==> src/sv/assert_macros.svh <==
// Assertion helpers shared by the RTL files.
// Each expects signals named clock and reset in the enclosing module.
`ifndef ASSERT_MACROS_SVH
`define ASSERT_MACROS_SVH

// Property that must hold at every clock edge outside reset.
`define ASSERT_ALWAYS(lbl, expr, msg) \
   lbl: assert property (@(posedge clock) disable iff (reset) (expr)) else $error(msg);

// Implication whose consequent is checked in the cycle after the antecedent.
`define ASSERT_NEXT(lbl, ante, cons, msg) \
   lbl: assert property (@(posedge clock) disable iff (reset) (ante) |=> (cons)) else $error(msg);

`endif

==> src/sv/psrw_palette_ram.sv <==
module psrw_palette_ram #(
   parameter int DEPTH  = 256,
   parameter int WIDTH  = 16,
   parameter int ADDR_W = 8
) (
   input  logic              clock,
   input  logic              wr_en,
   input  logic [ADDR_W-1:0] wr_addr,
   input  logic [WIDTH-1:0]  wr_data,
   input  logic              rd_en,
   input  logic [ADDR_W-1:0] rd_addr,
   output logic [WIDTH-1:0]  rd_data
);

   logic [WIDTH-1:0] mem [DEPTH];
   logic [WIDTH-1:0] rd_data_ff;

   always_ff @(posedge clock) begin
      if (wr_en) begin
         mem[wr_addr] <= wr_data;
      end
      if (rd_en) begin
         rd_data_ff <= mem[rd_addr];
      end
   end

   assign rd_data = rd_data_ff;

endmodule

==> config.mk <==
export PLATFORM = sky130hd
export DESIGN_NAME = psrw_palette_ram
export DESIGN_NICKNAME = d
export VERILOG_FILES = /design/src/sv/assert_macros.svh /design/src/sv/psrw_palette_ram.sv
export SDC_FILE = /design/constraint.sdc
export NUM_CORES = 2
export LEC_CHECK = 0
export ABC_AREA = 1
export CORE_MARGIN = 5
export CORE_UTILIZATION = 45
export CTS_BUF_LIST = sky130_fd_sc_hd__clkbuf_16
export DETAILED_ROUTE_END_ITERATION = 16
export DONT_BUFFER_PORTS = 1
export MAX_ROUTING_LAYER = met4
export SYNTH_ARGS = -nofsm -noshare
export SYNTH_HDL_FRONTEND = slang
export SYNTH_SLANG_ARGS = --single-unit
==> constraint.sdc <==
create_clock -name clock -period 3.3 [get_ports clock]
set_input_delay 0.99 -clock clock [delete_from_list [all_inputs] [get_ports clock]]
set_output_delay 0.99 -clock clock [all_outputs]
set_load 0.01 [all_outputs]
==> summary.md <==
| Metric | Value |
|---|---|
| H-tree depth | `5` |
| CP Launch Type | `input port` |
| Gate Count Post-Synth | `13.62k` |
| CTS tree | `yes` |
| Largest net degree at the start of global routing | `just over 500` |
| Top sig layer | `met4` |
| Final worst slack | `about 0.24 ns` |
| Skew final | `between 0.02 and 0.03 ns` |
| Vias in the first global route | `101.4k` |
| Clock slew at reported path FFs | `0.06 ns` |
| CTS root buf | `clkbuf_16` |
| Overflow after GRT | `0` |
| Die area | `380,800 um2` |
| Layout cells sized above 1 | `0.1044` |
| Starting density of the core | `0.4507` |
| PortBufs | `0` |
| Gr usage total | `0.2548` |
| Post-CTS setup buffer count | `0` |
| Layout Nets | `14.05k` |
| Most frequent cells in the layout | `nand2_1, edfxtp_1, nand3_1` |
| CORE AREA | `roughly 370,000 um2` |
| CTS buffer count | `425` |
| Worst Tran Pin Value | `~2.0 ns` |
| Area share of the largest cell type after synthesis | `0.7444` |
| CTS Sinks | `around 4.1k` |
| Fin. Hold Viols | `0` |
| P_leak | `~0.067 uW` |
| Synth cell types | `14` |
| Avg Synthesized Cell Area | `~12 um2` |
| Antenna Nets Post-Route | `0` |
| Flops & latches, synth | `4,112` |
| Reg2reg start | `mem[191][14]` |
| Die Width | `617.1 um` |
| Met2 wire len | `224.5 mm` |
| RSZ-0062 raised after global routing | `no` |
| Max_slew headroom | `-0.3513` |
| Post-synth top area cell | `edfxtp_1` |
| CP endpoint kind | `flop` |
| Tmin final | `3.064 ns` |
| CP most frequent cell | `nand3_1` |
| Largest cells by area after synthesis | `edfxtp_1, nand3_1, nand2_1` |
| Top fanout value on the critical path | `approximately 260` |
| GPL Wtd Cong | `0.8878` |
| Hold buffers post-CTS | `0` |
| Status | `complete, but fails checks` |
| Max Fclk | `0.3264 GHz` |
| Clock Latency Late Sink | `0.97 ns` |
| Met3 WL | `43.23 mm` |
| Wl on met1 | `between 150 and 200 mm` |
| Largest stage delay, worst path | `0.40 ns` |
| Critical Path, Cell by Cell | `inv_8 > buf_4 > nand3_1 > nand3_1 > nand3_1 > buf_4 > nand3_1 > nand2_1 > nand2_1 > nand2_1` |
| IR drop worst, VDD | `approximately 430 uV` |
| CP startpoint | `rd_addr[3]` |
| Global-route wire length before repair | `~700 mm` |
| Synth Net Count | `13.65k` |
| HP Class | `input port to flop` |
| Max-cap viol count | `0` |
| Ports | `51` |
| HP Start | `wr_data[9]` |
| Drt first pass iters | `6` |
| Vias per cell | `5.662` |
| Pwr Density | `574.3 nW/um2` |
| Slew Limit Fails | `270` |
| Final Non-Filler Cells | `roughly 19k` |
| Critical path required time | `approximately 4 ns` |
| Final Util | `0.5141` |
| Dpl ws | `-0.5786 ns` |
| Total Wirelength | `482.4 mm` |
| Failing checks | `slew limit` |
| Total power | `around 110,000 uW` |
| Setup violation total in the final timing report | `0` |
| Initial DRC count | `between 10k and 15k` |
| DRC violations left | `0` |
| Post-Syn Area | `165,900 um2` |
| Final worst path period share | `0.9285` |
| Post-cts sizing count | `0` |
| Crit path kind | `input port to flop` |
| Max Buffers Root-to-Sink | `4` |
| Wire per inst | `roughly 25 um` |
| Hpwl dp | `269.7 mm` |
| Die span in y | `approximately 620 um` |
| Area grow syn2layout | `14.06%` |
| Storage element area | `123,500 um2` |
| Sequential area share after synthesis | `0.7444` |
| # placed instances | `18.43k` |
| Routed vias | `108.8k` |
| Warnings from Yosys | `0` |
| CP Data Arrival Time | `around 3.8 ns` |
| Initial antenna violation count | `14` |
| Crit path max-delay cell type | `buf_4` |
| # fillers | `31.02k` |
| Multi-input gate area | `37,150 um2` |
| Number of cell rows | `around 220` |
| Commonest non-fill, non-tap cell in the layout | `nand2_1` |
## layout make-up
| type | instances | share of cell area |
|---|---|---|
| sequential | 4112 | 0.6526 |
| timing repair buffer | 911 | 0.04939 |
| clock inverter | 333 | 0.01095 |
| clock buffer | 434 | 0.05740 |
| inverter | 39 | 0.001052 |
| tap | 4837 | 0.03199 |
| antenna | 18 | 0.0002381 |
| multi-input combinational | 8529 | 0.1963 |
## synth_stat cells, drive strengths merged
cell	number
buf	783
clkbuf	154
edfxtp	4112
inv	39
nand2	4211
nand3	4035
nor2	283
## critical path, delay by kind of cell
| family | cells | cell delay, ns |
|---|---|---|
| buffers and inverters | 3 | 1.04 |
| AND/OR/NAND/NOR | 7 | 1.15 |
## kinds of logic (layout without fill, tap and decap cells)
group | count (synthesis) | count (layout) | share of synthesized area
flip-flops | 4112 | 4112 | 0.7444
buffers and inverters | 976 | 1717 | 0.03210
AND/OR/NAND/NOR | 8529 | 8529 | 0.2235
other | 0 | 18 | 0
## worst paths after layout
kind,endpoint,slack [ns],cells after the start
min,mem[89][9],0.14,0
max reg2reg,rd_data[14],0.93,11
max,rd_data[14],0.24,10
min reg2reg,rd_data[0],1.10,10
## flip-flops by register name, summed over array words and instances, names as in the netlist
signal and flops:
rd_data 16, mem 4096
## routing by layer
metal | vias up | track usage
li1 | 49490 | -
met1 | 53490 | 0.3521
met2 | 4975 | 0.3884
met3 | 829 | 0.04113
met4 | 0 | 0.08426
met5 | - | -
## through the flow
stage / cell area (um2) / hold WS [ns] / setup TNS (ns)
CTS: 189200 / 0.08520 / 0
global placement: 176200 / 1.056 / -5.955
detailed placement: 176200 / 1.059 / -5.778
finish: 189200 / 0.1416 / 0
floorplan: 165900 / 0.9109 / 0
global route: 189200 / 0.07412 / 0
## power breakdown
part           total, uW  internal, uW  switching [uW]
Clock              45000         25200           19800
Sequential         57700         57600             102
Combinational       5910          1940            3970
Total             109000         84700           23900
Power figures use the tool's default switching activity.
