===== src/sv/assert_macros.svh =====
// Assertion helpers shared by the RTL files.
// Each expects signals named clock and reset in the enclosing module.
`ifndef ASSERT_MACROS_SVH
`define ASSERT_MACROS_SVH

// Property that must hold at every clock edge outside reset.
`define ASSERT_ALWAYS(lbl, expr, msg) \
   lbl: assert property (@(posedge clock) disable iff (reset) (expr)) else $error(msg);

// Implication whose consequent is checked in the cycle after the antecedent.
`define ASSERT_NEXT(lbl, ante, cons, msg) \
   lbl: assert property (@(posedge clock) disable iff (reset) (ante) |=> (cons)) else $error(msg);

`endif


===== src/sv/psrw_pkg.sv =====
package psrw_pkg;

   localparam int RUN_MAX       = 256;
   localparam int PALETTE_DEPTH = 256;
   localparam int PAL_ADDR_W    = (PALETTE_DEPTH > 1) ? $clog2(PALETTE_DEPTH) : 1;
   localparam int RUN_W         = (RUN_MAX > 1) ? $clog2(RUN_MAX) : 1;

   // Item opcodes; code 3 is unused and ignored.
   typedef enum logic [1:0] {
      OP_PALETTE = 2'd0,
      OP_LINE    = 2'd1,
      OP_PIXEL   = 2'd2
   } op_type;

   typedef enum logic [1:0] {
      CSR_SCREEN_WIDTH  = 2'd0,
      CSR_SCREEN_HEIGHT = 2'd1,
      CSR_X_OFFSET      = 2'd2,
      CSR_Y_OFFSET      = 2'd3
   } csr_index_type;

   typedef struct packed {
      logic [1:0]  op;
      logic [7:0]  palette_slot;
      logic [15:0] palette_color;
      logic [15:0] frame_x;
      logic [15:0] frame_y;
      logic [15:0] line_row;
      logic [15:0] line_width;
      logic [7:0]  transparent_index;
      logic [7:0]  background_index;
      logic        restore_background;
      logic        has_transparency;
      logic [7:0]  pixel_value;
   } req_type;

   typedef struct packed {
      logic [10:0] write_x;
      logic [10:0] write_y;
      logic [15:0] color;
      logic        run_first;
   } rsp_type;

   // Per-item decision from the line controller.
   typedef struct packed {
      logic        draw;
      logic        in_range;
      logic [7:0]  color_index;
      logic [10:0] write_x;
      logic [10:0] write_y;
      logic        run_first;
   } pix_type;

endpackage


===== src/sv/psrw_line_ctrl.sv =====
`include "assert_macros.svh"

module psrw_line_ctrl
   import psrw_pkg::*;
(
   input  logic        clock,
   input  logic        reset,
   input  logic        accept,
   input  req_type     req,
   input  logic        csr_we,
   input  logic [1:0]  csr_index,
   input  logic [11:0] csr_wdata,
   output pix_type     pix
);

   // configuration
   logic [11:0] screen_width_ff;
   logic [11:0] screen_height_ff;
   logic [10:0] x_offset_ff;
   logic [10:0] y_offset_ff;

   // line state
   logic             line_visible_ff, line_visible_in;
   logic [11:0]      base_x_ff, base_x_in;
   logic [11:0]      panel_y_ff, panel_y_in;
   logic [11:0]      width_ff, width_in;
   logic [11:0]      pos_ff, pos_in;
   logic [RUN_W-1:0] run_ff, run_in;
   logic             skip_ff, skip_in;
   logic             subst_ff, subst_in;
   logic [7:0]       key_ff, key_in;
   logic [7:0]       fill_ff, fill_in;

   // line-start arithmetic
   logic [16:0] line_base;
   logic [17:0] line_y;
   logic [17:0] span_end;
   logic        clip;
   logic        line_ok;
   logic [11:0] width_cut;

   // pixel path
   logic        pix_live;
   logic [7:0]  idx_sub;
   logic        transparent;
   logic [12:0] col;

   always_comb begin
      line_base = 17'(x_offset_ff) + 17'(req.frame_x);
      line_y    = 18'(y_offset_ff) + 18'(req.frame_y) + 18'(req.line_row);
      span_end  = 18'(req.line_width) + 18'(line_base);
      clip      = span_end > 18'(screen_width_ff);
      line_ok   = (line_y < 18'(screen_height_ff)) && (line_base < 17'(screen_width_ff))
                  && (req.line_width != 16'd0);
      width_cut = clip ? (screen_width_ff - line_base[11:0]) : req.line_width[11:0];
   end

   always_comb begin
      pix_live    = line_visible_ff && (pos_ff < width_ff);
      idx_sub     = (subst_ff && (req.pixel_value == key_ff)) ? fill_ff : req.pixel_value;
      transparent = skip_ff && (idx_sub == key_ff);
      col         = 13'(base_x_ff) + 13'(pos_ff);

      pix.draw        = (req.op == OP_PIXEL) && pix_live && !transparent;
      pix.in_range    = 9'(idx_sub) < 9'(PALETTE_DEPTH);
      pix.color_index = idx_sub;
      pix.write_x     = col[10:0];
      pix.write_y     = panel_y_ff[10:0];
      pix.run_first   = (run_ff == '0);
   end

   always_comb begin
      line_visible_in = line_visible_ff;
      base_x_in       = base_x_ff;
      panel_y_in      = panel_y_ff;
      width_in        = width_ff;
      pos_in          = pos_ff;
      run_in          = run_ff;
      skip_in         = skip_ff;
      subst_in        = subst_ff;
      key_in          = key_ff;
      fill_in         = fill_ff;
      if (accept) begin
         case (req.op)
            OP_LINE: begin
               line_visible_in = line_ok;
               base_x_in       = line_ok ? line_base[11:0] : 12'd0;
               panel_y_in      = line_ok ? line_y[11:0] : 12'd0;
               width_in        = line_ok ? width_cut : 12'd0;
               pos_in          = 12'd0;
               run_in          = '0;
               key_in          = line_ok ? req.transparent_index : 8'd0;
               fill_in         = line_ok ? req.background_index : 8'd0;
               subst_in        = line_ok && req.restore_background;
               skip_in         = line_ok && req.has_transparency && !req.restore_background;
            end
            OP_PIXEL: begin
               if (pix_live) begin
                  pos_in = pos_ff + 12'd1;
                  if (transparent || (run_ff == RUN_W'(RUN_MAX - 1))) begin
                     run_in = '0;
                  end else begin
                     run_in = run_ff + RUN_W'(1);
                  end
               end
            end
            default: begin
            end
         endcase
      end
   end

   always_ff @(posedge clock) begin
      if (reset) begin
         screen_width_ff  <= 12'd320;
         screen_height_ff <= 12'd240;
         x_offset_ff      <= 11'd0;
         y_offset_ff      <= 11'd0;
         line_visible_ff  <= 1'b0;
         base_x_ff        <= 12'd0;
         panel_y_ff       <= 12'd0;
         width_ff         <= 12'd0;
         pos_ff           <= 12'd0;
         run_ff           <= '0;
         skip_ff          <= 1'b0;
         subst_ff         <= 1'b0;
         key_ff           <= 8'd0;
         fill_ff          <= 8'd0;
      end else begin
         if (csr_we) begin
            case (csr_index)
               CSR_SCREEN_WIDTH:  screen_width_ff  <= csr_wdata;
               CSR_SCREEN_HEIGHT: screen_height_ff <= csr_wdata;
               CSR_X_OFFSET:      x_offset_ff      <= csr_wdata[10:0];
               CSR_Y_OFFSET:      y_offset_ff      <= csr_wdata[10:0];
               default: begin
               end
            endcase
         end
         line_visible_ff <= line_visible_in;
         base_x_ff       <= base_x_in;
         panel_y_ff      <= panel_y_in;
         width_ff        <= width_in;
         pos_ff          <= pos_in;
         run_ff          <= run_in;
         skip_ff         <= skip_in;
         subst_ff        <= subst_in;
         key_ff          <= key_in;
         fill_ff         <= fill_in;
      end
   end

   `ASSERT_ALWAYS(a_pos_in_width, pos_ff <= width_ff, "pixel position ran past clipped width")
   `ASSERT_ALWAYS(a_dropped_no_draw, !(!line_visible_ff && pix.draw), "draw on a dropped line")
   `ASSERT_NEXT(a_line_clr, accept && (req.op == OP_LINE), pos_ff == '0, "pos not cleared")

endmodule


===== config.mk =====
export PLATFORM = sky130hd
export DESIGN_NAME = psrw_line_ctrl
export DESIGN_NICKNAME = d
export VERILOG_FILES = /design/src/sv/psrw_pkg.sv /design/src/sv/psrw_line_ctrl.sv
export VERILOG_INCLUDE_DIRS = /design/src /design/src/sv
export SDC_FILE = /design/constraint.sdc
export NUM_CORES = 1
export LEC_CHECK = 0
export BUFFER_PORTS_ARGS = -buffer_cell sky130_fd_sc_hd__clkbuf_2
export CORE_AREA = 2 2 156 158
export DETAILED_ROUTE_END_ITERATION = 12
export DIE_AREA = 0 0 158 160
export PLACE_DENSITY = 0.65
export SYNTH_ARGS = -nofsm -noshare
export SYNTH_HDL_FRONTEND = slang
export SYNTH_SLANG_ARGS = --single-unit
export TNS_END_PERCENT = 1

===== constraint.sdc =====
create_clock -name clock -period 5.65 [get_ports clock]
set_input_delay 0.2825 -clock clock [delete_from_list [all_inputs] [get_ports clock]]
set_output_delay 0.2825 -clock clock [all_outputs]
set_load 0.01 [all_outputs]

==> results.json, run 1 <==
{
  "outcome": "complete, no violations",
  "setup_viol": 0,
  "htreeDepth": 4,
  "synth_top_area_share_pct": 25.7,
  "cp-endpoint": "width_ff[11]",
  "critPathMaxFanout": 6,
  "critPathLaunchType": "register",
  "finalHoldViolCount": 0,
  "place_congestion": 0.866,
  "dp_slack_ps": 17.5,
  "grt_pass1_vias": 8028,
  "crit_arrival_ps": 5730,
  "slew_headroom_pct": 31.5,
  "avgSynthCellArea_sq_um": 8.39,
  "boundaryPins": 167,
  "yosys.cell_types.count": 72,
  "die_area_sq_um": 25300,
  "synthTopCellsByArea": "dfxtp_1, ha_1, a21oi_1",
  "synth_top_area_cell": "dfxtp_1",
  "vias": 8508,
  "synthCells": 1104,
  "hold-worst-slack_ps": 72.7,
  "worstSetupPathType": "reg -> reg",
  "numCtsBuffers": 17,
  "r2r-end": "width_ff[11]",
  "via_per_inst": 5.29,
  "fin_ws_ps": 228,
  "ff2ff_path_depth": 27,
  "drv_slew": 0,
  "grt_max_degree": 60,
  "portBuffers": 141,
  "drt-wirelength-per-cell_um": 16.1,
  "globalRouteTotalUtil_pct": 20.3,
  "cts_tree": "done",
  "cap_viol_max_count": 0,
  "layout-drive-gt1-share_pct": 20.3,
  "num-nets-final": 1539,
  "tightestPinTransition_ps": 1020,
  "first_pass_iters": 5,
  "hp-class": "in -> reg",
  "syn_to_final_growth_pct": 21.0,
  "min_period_ps": 5420,
  "max_freq_mhz": 184,
  "ys_ff_latch": 119,
  "syn_area_sq_um": 9260,
  "synth_edf_count": 0,
  "routed_wl_um": 25900,
  "fp.dieH_um": 160,
  "crit_required_ps": 5960,
  "antenna_found_initial": 2,
  "timing.final.crit_share_pct": 96.0,
  "cp-end-kind": "register",
  "drc": 0,
  "reg2reg_from": "x_offset_ff[0]",
  "p_per_area_nw_per_um2": 242,
  "core_sq_um": 23800,
  "power.total_uw": 2710,
  "worstSkewPairLatency_ps": 420,
  "clkSlewWorstSetupHoldPaths_ps": 60,
  "crit_start": "x_offset_ff[0]",
  "die_w_um": 158,
  "ant_nets": 0,
  "cts-root-buf": "clkbuf_16",
  "ys_warn_count": 0,
  "leakage_uw": 0.00498,
  "row_count": 57,
  "max-vdd-ir-drop_mv": 0.182,
  "grt.overflow.total": 0,
  "drt_iter0_markers": 591,
  "clock_sinks": 119,
  "grt_pass1_wl_um": 40900,
  "dp_hpwl_um": 20400,
  "ys.flop_type": "dfxtp_1",
  "clock_path_buffers": 2,
  "initial_core_util_pct": 38.9,
  "yosysSeqAreaShare_pct": 25.7,
  "fin_skew_ps": 14.9,
  "reg2reg_slack_ps": 230,
  "synth_nets": 1373,
  "async_flop_share_pct": 0
}
-- synthesized netlist by cell type (all sizes together) (3+ instances only) --
cell type	number
nand2	129
dfxtp	119
ha	119
a21oi	109
inv	91
a22o	51
o21ai	46
nor2	44
xnor2	44
xor2	25
nand3	23
clkbuf	22
a21o	20
nor3	18
a211oi	17
fa	16
mux2	16
nand4	16
nor2b	13
and3	11
buf	11
o21a	11
or3	11
nor4	9
o211ai	9
o21bai	9
nand2b	8
nand3b	8
a31oi	7
a2111oi	6
a21boi	6
and2	5
o2111ai	5
o31ai	5
or3b	5
nor3b	4
a211o	3
or2	3
or4	3
-- layer usage --
layer | vias to the layer above | share of wire (%) | track usage, %
met5 | - | 0.042 | 0
met4 | 2 | 0.91 | 4.34
met3 | 20 | 5.4 | 3.88
met2 | 191 | 47 | 33.0
met1 | 3969 | 47 | 27.8
li1 | 4326 | - | -
-- stage by stage --
step	setup TNS (ps)	cell area, sq um	std cells	util (%)
after floorplan	0	9260	1104	-
after global placement	0	10500	1568	44.0
after detailed placement	0	10500	1568	44.0
after CTS	0	11000	1600	46.3
after global routing	-43.8	11200	1607	47.0
final	0	11200	1608	47.0
-- worst min-delay path by stage --
stage	from	end	slack, ps	cells past startpoint
3_5_place_dp	screen_height_ff[10]	screen_height_ff[10]	450	2
3_3_place_gp	screen_height_ff[11]	screen_height_ff[11]	440	2
4_1_cts	req[12]	fill_ff[2]	60	2
5_1_grt	req[17]	fill_ff[7]	60	2
6_report	req[12]	fill_ff[2]	70	2
2_1_floorplan	csr_wdata[6]	screen_width_ff[6]	400	1
-- cell usage in the layout, fill, tap and decap left out, types with 13 or more instances in the layout --
master / instances
clkbuf_2: 141
nand2_1: 128
dfxtp_1: 119
ha_1: 116
a21oi_1: 108
inv_1: 91
a22o_1: 51
xnor2_1: 43
o21ai_0: 42
nor2_1: 41
buf_4: 37
xor2_1: 25
nand3_1: 23
a21o_1: 20
nor3_1: 18
clkbuf_16: 18
nand4_1: 16
fa_1: 15
a211oi_1: 13
-- area by class of cell --
cell class              instances  area [sq um]
inverters                      91           342
clock buffers                  19           443
clock inverters                13           121
diodes                          1          2.50
multi-input cells             861          6480
fillers                      2338         12600
flip-flops and latches        119          2380
well taps                     324           405
repair buffers                180          1030
-- flip-flops by register name, indices dropped and copies added, names as in the netlist --
signal,count
screen_height_ff,12
run_ff,8
skip_ff,1
x_offset_ff,11
screen_width_ff,12
fill_ff,8
key_ff,8
line_visible_ff,1
base_x_ff,11
y_offset_ff,11
width_ff,12
panel_y_ff,11
pos_ff,12
subst_ff,1
-- what timing repair did --
action	in CTS	in global routing
hold buffers	0	0
buffers inserted	0	6
endpoints found under the setup margin	0	12
resized for setup	0	22
-- where the power goes --
part	internal (uW)	leakage (uW)	total, uW	switching [uW]
registers	852	0.000962	860	8.80
clock network	620	0.000274	1040	422
logic	361	0.00374	807	445
total	1830	0.00498	2710	876
-- critical path: stages, from the launching register on --
cell and delay (ps):
dfxtp_1 350, ha_2 190, inv_1 60, fa_2 400, nor2b_4 160, o2111ai_4 140, nand2_2 100, a21o_1 110
a21oi_1 70, xnor2_1 130, buf_4 160, ha_1 330, a21oi_2 170, o21ai_2 90, a211oi_2 190, o21ai_1 100
xor2_1 170, ha_1 340, a211oi_2 190, o21ai_0 100, nor3_1 140, nor2_1 80, or4_4 490, a2111oi_4 190
buf_4 200, buf_12 130, mux2_1 330, a22o_1 200
-- cell families after synthesis --
logic type	after synthesis	share of synthesized area, %
AO/OA/AOI/OAI	321	23.4
flip-flops	119	25.7
adder cells (fa/ha/maj)	135	19.5
AND/OR/NAND/NOR	317	16.9
multiplexers	18	2.49
XOR/XNOR	69	6.53
other	1	0.0405
buffers and inverters	124	5.45
Note: power is estimated with default switching activity, not from simulation.
==> inputs of run 2 (changes only) <==
--- a/config.mk
+++ b/config.mk
@@ -11,6 +11,7 @@
 export DETAILED_ROUTE_END_ITERATION = 12
 export DIE_AREA = 0 0 158 160
 export PLACE_DENSITY = 0.65
+export RECOVER_POWER = 50
 export SYNTH_ARGS = -nofsm -noshare
 export SYNTH_HDL_FRONTEND = slang
 export SYNTH_SLANG_ARGS = --single-unit
==> run 2 against run 1 <==
Against the previous run: non-clock buffer count is the same; clock skew about the same; wire length fell by 0.26%; register-to-register slack is essentially flat; clock power barely moved; maximum frequency about the same; sequential power is essentially flat; critical endpoint unchanged; largest cell class unchanged; largest power group unchanged.
==> results.json, run 2 (synthesis gave the netlist of run 1 again) <==
{
  "grt_max_degree": 60,
  "routed_wl_um": 25900,
  "hold_buffers": 0,
  "die_w_um": 158,
  "reg2reg_from": "x_offset_ff[0]",
  "crit_required_ps": 5960,
  "portBuffers": 141,
  "setup_viol": 0,
  "critPathMaxStageDelay_ps": 490,
  "die_area_sq_um": 25300,
  "crit_start": "x_offset_ff[0]",
  "fp.dieH_um": 160,
  "vias": 8532,
  "hold-worst-slack_ps": 70.6,
  "grt_pass1_vias": 8028,
  "outcome": "complete, no violations",
  "reg2reg_slack_ps": 230,
  "cap_viol_max_count": 0,
  "clkSlewWorstSetupHoldPaths_ps": 60,
  "critPathTopFamily": "compound AO/OA/AOI/OAI gates",
  "min_period_ps": 5420,
  "final_cell_mix": "nand2_1, dfxtp_1, clkbuf_2",
  "syn_to_final_growth_pct": 20.6,
  "row_count": 57,
  "initial_core_util_pct": 38.9,
  "r2r-end": "width_ff[11]",
  "via_per_inst": 5.31,
  "drt-wirelength-per-cell_um": 16.1,
  "num-nets-final": 1539,
  "antenna_found_initial": 2,
  "core_sq_um": 23800,
  "final_util_pct": 46.9,
  "dp_hpwl_um": 20400,
  "worstSetupPathType": "reg -> reg",
  "critPathLaunchType": "register",
  "hp-class": "in -> reg",
  "ant_nets": 0,
  "cp-end-kind": "register",
  "cpMaxStageDelayCell": "or4_4",
  "max-vdd-ir-drop_mv": 0.183,
  "min_from": "req[12]",
  "layout_commonest_cell": "nand2_1",
  "drc": 0,
  "finalHoldViolCount": 0,
  "tightestPinTransition_ps": 1010,
  "numCtsBuffers": 17,
  "boundaryPins": 167,
  "htreeDepth": 4,
  "drt_iter0_markers": 545,
  "grt.overflow.total": 0,
  "worstSkewPairLatency_ps": 420,
  "hold_end": "fill_ff[2]",
  "drv_slew": 0,
  "nFillCells": 2352,
  "globalRouteTotalUtil_pct": 20.3,
  "clock_sinks": 119,
  "layout-drive-gt1-share_pct": 18.2,
  "p_per_area_nw_per_um2": 242,
  "ff2ff_path_depth": 27,
  "cts_tree": "done",
  "clock_path_buffers": 2,
  "timing.critical_path.buf_inv": 4,
  "first_pass_iters": 5,
  "critPathMaxFanout": 6,
  "hold_path_depth": 2,
  "cts-root-buf": "clkbuf_16",
  "grt_pass1_wl_um": 40900,
  "slew_headroom_pct": 31.6,
  "leakage_uw": 0.00489,
  "fin_skew_ps": 14.8,
  "max_freq_mhz": 184,
  "crit_arrival_ps": 5730,
  "timing.final.crit_share_pct": 96.0,
  "place_congestion": 0.866
}
[run 2: layer usage]
metal	vias up	global-route usage, %	routed length [um]
li1	4325	-	-
met1	3980	27.8	12100
met2	205	33.0	12100
met3	20	3.88	1430
met4	2	4.34	236
met5	-	0	10
[run 2: cell type report]
| cell class | instances | area [sq um] | area share [%] |
|---|---|---|---|
| flip-flops and latches | 119 | 2380 | 21.3 |
| clock inverters | 13 | 121 | 1.09 |
| inverters | 91 | 342 | 3.06 |
| clock buffers | 19 | 443 | 3.97 |
| multi-input cells | 861 | 6480 | 58.0 |
| well taps | 324 | 405 | 3.63 |
| diodes | 1 | 2.50 | 0.0224 |
| repair buffers | 180 | 991 | 8.87 |
[run 2: worst max path at each step]
stage                         endpoint  slack [ps]  cells past startpoint
final                     width_ff[11]         230                     27
after global routing      width_ff[11]         -30                     27
after CTS                 width_ff[11]           2                     26
after detailed placement  width_ff[11]          20                     27
after global placement     width_ff[2]          30                     27
after floorplan           width_ff[10]         310                     25
[run 2: power breakdown]
group | leakage, uW | switching (uW) | internal (uW) | total, uW
registers | 0.000962 | 8.76 | 852 | 860
logic | 0.00365 | 445 | 360 | 805
clock network | 0.000274 | 422 | 620 | 1040
total | 0.00489 | 876 | 1830 | 2710
[run 2: timing repair]
action | CTS | global route
endpoints found under the hold margin | 0 | 0
setup buffers | 0 | 6
gates resized for setup | 0 | 22
endpoints found under the setup margin | 0 | 12
[run 2: stage by stage]
stage	setup slack, ps	cells	total power, uW	setup TNS (ps)	area [sq um]
final	226	1608	2710	0	11200
after global routing	-32.1	1607	2860	-43.8	11200
after CTS	2.23	1600	2690	0	11000
after detailed placement	17.5	1568	1650	0	10500
after global placement	32.8	1568	1630	0	10500
after floorplan	310	1104	1410	0	9260
[run 2: worst register-to-register path, stage by stage, from the launching register on]
cell       delay [ps]
dfxtp_1           350
ha_2              190
inv_1              60
fa_2              400
nor2b_4           160
o2111ai_4         140
nand2_2           100
a21o_1            110
a21oi_1            70
xnor2_1           130
buf_4             160
ha_1              330
a21oi_2           170
o21ai_2            90
a211oi_2          190
o21ai_1           100
xor2_1            170
ha_1              340
a211oi_2          190
o21ai_0           100
nor3_1            140
nor2_1             80
or4_4             500
a2111oi_4         190
buf_4             200
buf_12            130
mux2_1            340
a22o_1            200
==> inputs of run 3 (changes only) <==
--- a/config.mk
+++ b/config.mk
@@ -10,7 +10,7 @@
 export CORE_AREA = 2 2 156 158
 export DETAILED_ROUTE_END_ITERATION = 12
 export DIE_AREA = 0 0 158 160
-export PLACE_DENSITY = 0.65
+export PLACE_DENSITY = 0.67
 export RECOVER_POWER = 50
 export SYNTH_ARGS = -nofsm -noshare
 export SYNTH_HDL_FRONTEND = slang
==> run 3 against run 2 <==
Against the previous run: cell count about the same; count of clock-buffer cells in the layout rose by 3; wire length decreased by 0.67%; via count is 0.16% higher; largest cell class unchanged; highest routed layer unchanged.
==> results.json, run 3 (synthesis gave the netlist of run 1 again) <==
{
  "critPathLaunchType": "register",
  "grt.overflow.total": 0,
  "seqCellArea_sq_um": 2380,
  "critPathMaxStageDelay_ps": 530,
  "core_sq_um": 23800,
  "clock_sinks": 119,
  "dp_cells": 1572,
  "outcome": "complete, no violations",
  "tightestPinTransition_ps": 974,
  "grt_max_degree": 60,
  "p_per_area_nw_per_um2": 240,
  "fin_skew_ps": 9.38,
  "timing.critical_path.buf_inv": 2,
  "layout-drive-gt1-share_pct": 18.4,
  "p_sw_uw": 843,
  "antenna_found_initial": 2,
  "cp_common_cell": "ha_1",
  "final_area_sq_um": 11200,
  "drt-wirelength-per-cell_um": 16.0,
  "hold_end": "fill_ff[7]",
  "ant_nets": 0,
  "grt_pass1_vias": 8011,
  "clkSlewWorstSetupHoldPaths_ps": 60,
  "hold_buffers": 0,
  "final_util_pct": 47.0,
  "ff2ff_path_depth": 22,
  "p_int_uw": 1850,
  "critPathTopFamily": "compound AO/OA/AOI/OAI gates",
  "place_congestion": 0.874,
  "cap_viol_max_count": 0,
  "timing.final.crit_share_pct": 95.4,
  "htreeDepth": 4,
  "worstSetupPathType": "reg -> reg",
  "p_clk_share_pct": 38.1,
  "final_cell_mix": "nand2_1, dfxtp_1, clkbuf_2",
  "numCtsBuffers": 17,
  "syn_to_final_growth_pct": 20.9,
  "placed_cell_area_sq_um": 10500,
  "slew_headroom_pct": 34.2,
  "num-nets-final": 1542,
  "reg2reg_from": "x_offset_ff[3]",
  "drc": 0,
  "min_period_ps": 5390,
  "first_pass_iters": 5,
  "routed_wl_um": 25700,
  "r2r-end": "width_ff[2]",
  "max-vdd-ir-drop_mv": 0.187,
  "cts_tree": "done",
  "cpMaxStageDelayCell": "or4_1",
  "fin_cells": 1609,
  "max_freq_mhz": 185,
  "reg2reg_slack_ps": 260,
  "crit_chain": "ha_1 -> or4_1 -> a311o_1 -> o21ai_2 -> xnor2_1 -> ha_1 -> nand4_1 -> nor2_2 -> a211oi_2 -> o21ai_1 -> xor2_1 -> ha_1 -> a211oi_2 -> o21ai_1 -> nor3_2 -> nor2_1 -> or4_4 -> a2111oi_4 -> buf_4 -> buf_12 -> mux2_2 -> a22o_1",
  "grt_pass1_wl_um": 41000,
  "die_w_um": 158,
  "cp-end-kind": "register",
  "finalHoldViolCount": 0,
  "pwr-share-seq_pct": 32.0,
  "comb_power_share_pct": 29.9,
  "hold_path_depth": 2,
  "dp_hpwl_um": 20200,
  "layout_commonest_cell": "nand2_1",
  "drv_slew": 0,
  "die_area_sq_um": 25300,
  "hold-worst-slack_ps": 76.3,
  "via_per_inst": 5.31,
  "setup_viol": 0,
  "critPathMaxFanout": 6,
  "leakage_uw": 0.00490,
  "nFillCells": 2373,
  "initial_core_util_pct": 38.9,
  "fin_tns_setup_ps": 0,
  "drt_iter0_markers": 559,
  "rsz0062_at_grt": "false",
  "boundaryPins": 167,
  "fp.dieH_um": 160,
  "crit_required_ps": 5950,
  "worstSkewPairLatency_ps": 420,
  "clock_path_buffers": 2,
  "vias": 8546,
  "p_sw_share_pct": 31.4,
  "hp-class": "in -> reg",
  "multiInputGateArea_sq_um": 6490,
  "globalRouteTotalUtil_pct": 20.4,
  "crit_arrival_ps": 5690,
  "portBuffers": 141,
  "row_count": 57,
  "min_from": "req[17]",
  "cts-root-buf": "clkbuf_16"
}
run 3: cell types whose count changed in the layout (fill, tap and decap cells not counted), sizes merged:
cell | previous run | this run
buf | 36 | 39
clkbuf | 163 | 166
clkinv | 7 | 3
clkinvlp | 2 | 4
inv | 94 | 91
run 3: how the worst max path moves through the flow:
stage / slack [ps] / cells after the start / startpoint / to
after global routing: 9 / 23 / x_offset_ff[0] / width_ff[2]
after CTS: 2 / 26 / x_offset_ff[0] / width_ff[2]
after global placement: 40 / 27 / req[74] / width_ff[2]
after floorplan: 310 / 25 / x_offset_ff[0] / width_ff[10]
final: 260 / 22 / x_offset_ff[3] / width_ff[2]
after detailed placement: -110 / 22 / req[77] / width_ff[2]
run 3: repair_timing:
| action | in CTS | in global routing |
|---|---|---|
| gates resized for setup | 2 | 21 |
| pin swaps | 0 | 12 |
| buffers inserted | 0 | 5 |
| setup endpoints to repair | 10 | 12 |
| cloned | 0 | 1 |
run 3: routing by layer:
metal  vias to the layer above  track usage [%]  routed length, um
met1                      3971             27.6              12000
li1                       4319                -                  -
met3                        34             3.77               1280
met5                         -                0                 12
met2                       220             32.7              11800
met4                         2             6.63                595
run 3: worst reg2reg max path: stages (launching register included):
cell       delay (ps)
dfxtp_1           310
ha_1              200
or4_1             530
a311o_1           330
o21ai_2           110
xnor2_1           210
ha_1              350
nand4_1           190
nor2_2             70
a211oi_2          250
o21ai_1           100
xor2_1            170
ha_1              340
a211oi_2          240
o21ai_1           120
nor3_2            150
nor2_1             70
or4_4             490
a2111oi_4         190
buf_4             200
buf_12            130
mux2_2            340
a22o_1            190
run 3: through the flow:
| stage | power (uW) | setup WS [ps] |
|---|---|---|
| after floorplan | 1410 | 310 |
| after global placement | 1630 | 42.4 |
| after detailed placement | 1650 | -109 |
| after CTS | 2670 | 2.20 |
| after global routing | 2840 | 8.69 |
| final | 2690 | 259 |
run 3: cell type report:
type	count	area share [%]
clock inverters	8	0.671
multi-input cells	861	57.9
repair buffers	183	9.18
inverters	91	3.05
well taps	324	3.62
clock buffers	22	4.24
diodes	1	0.0224
flip-flops and latches	119	21.3
run 3: power by group through the flow:
stage                     Combinational, uW  Sequential, uW  Clock (uW)
after global routing                    899             862        1080
after detailed placement                768             879           0
final                                   804             861        1020
after CTS                               776             861        1040
after floorplan                         537             876           0
after global placement                  756             878           0
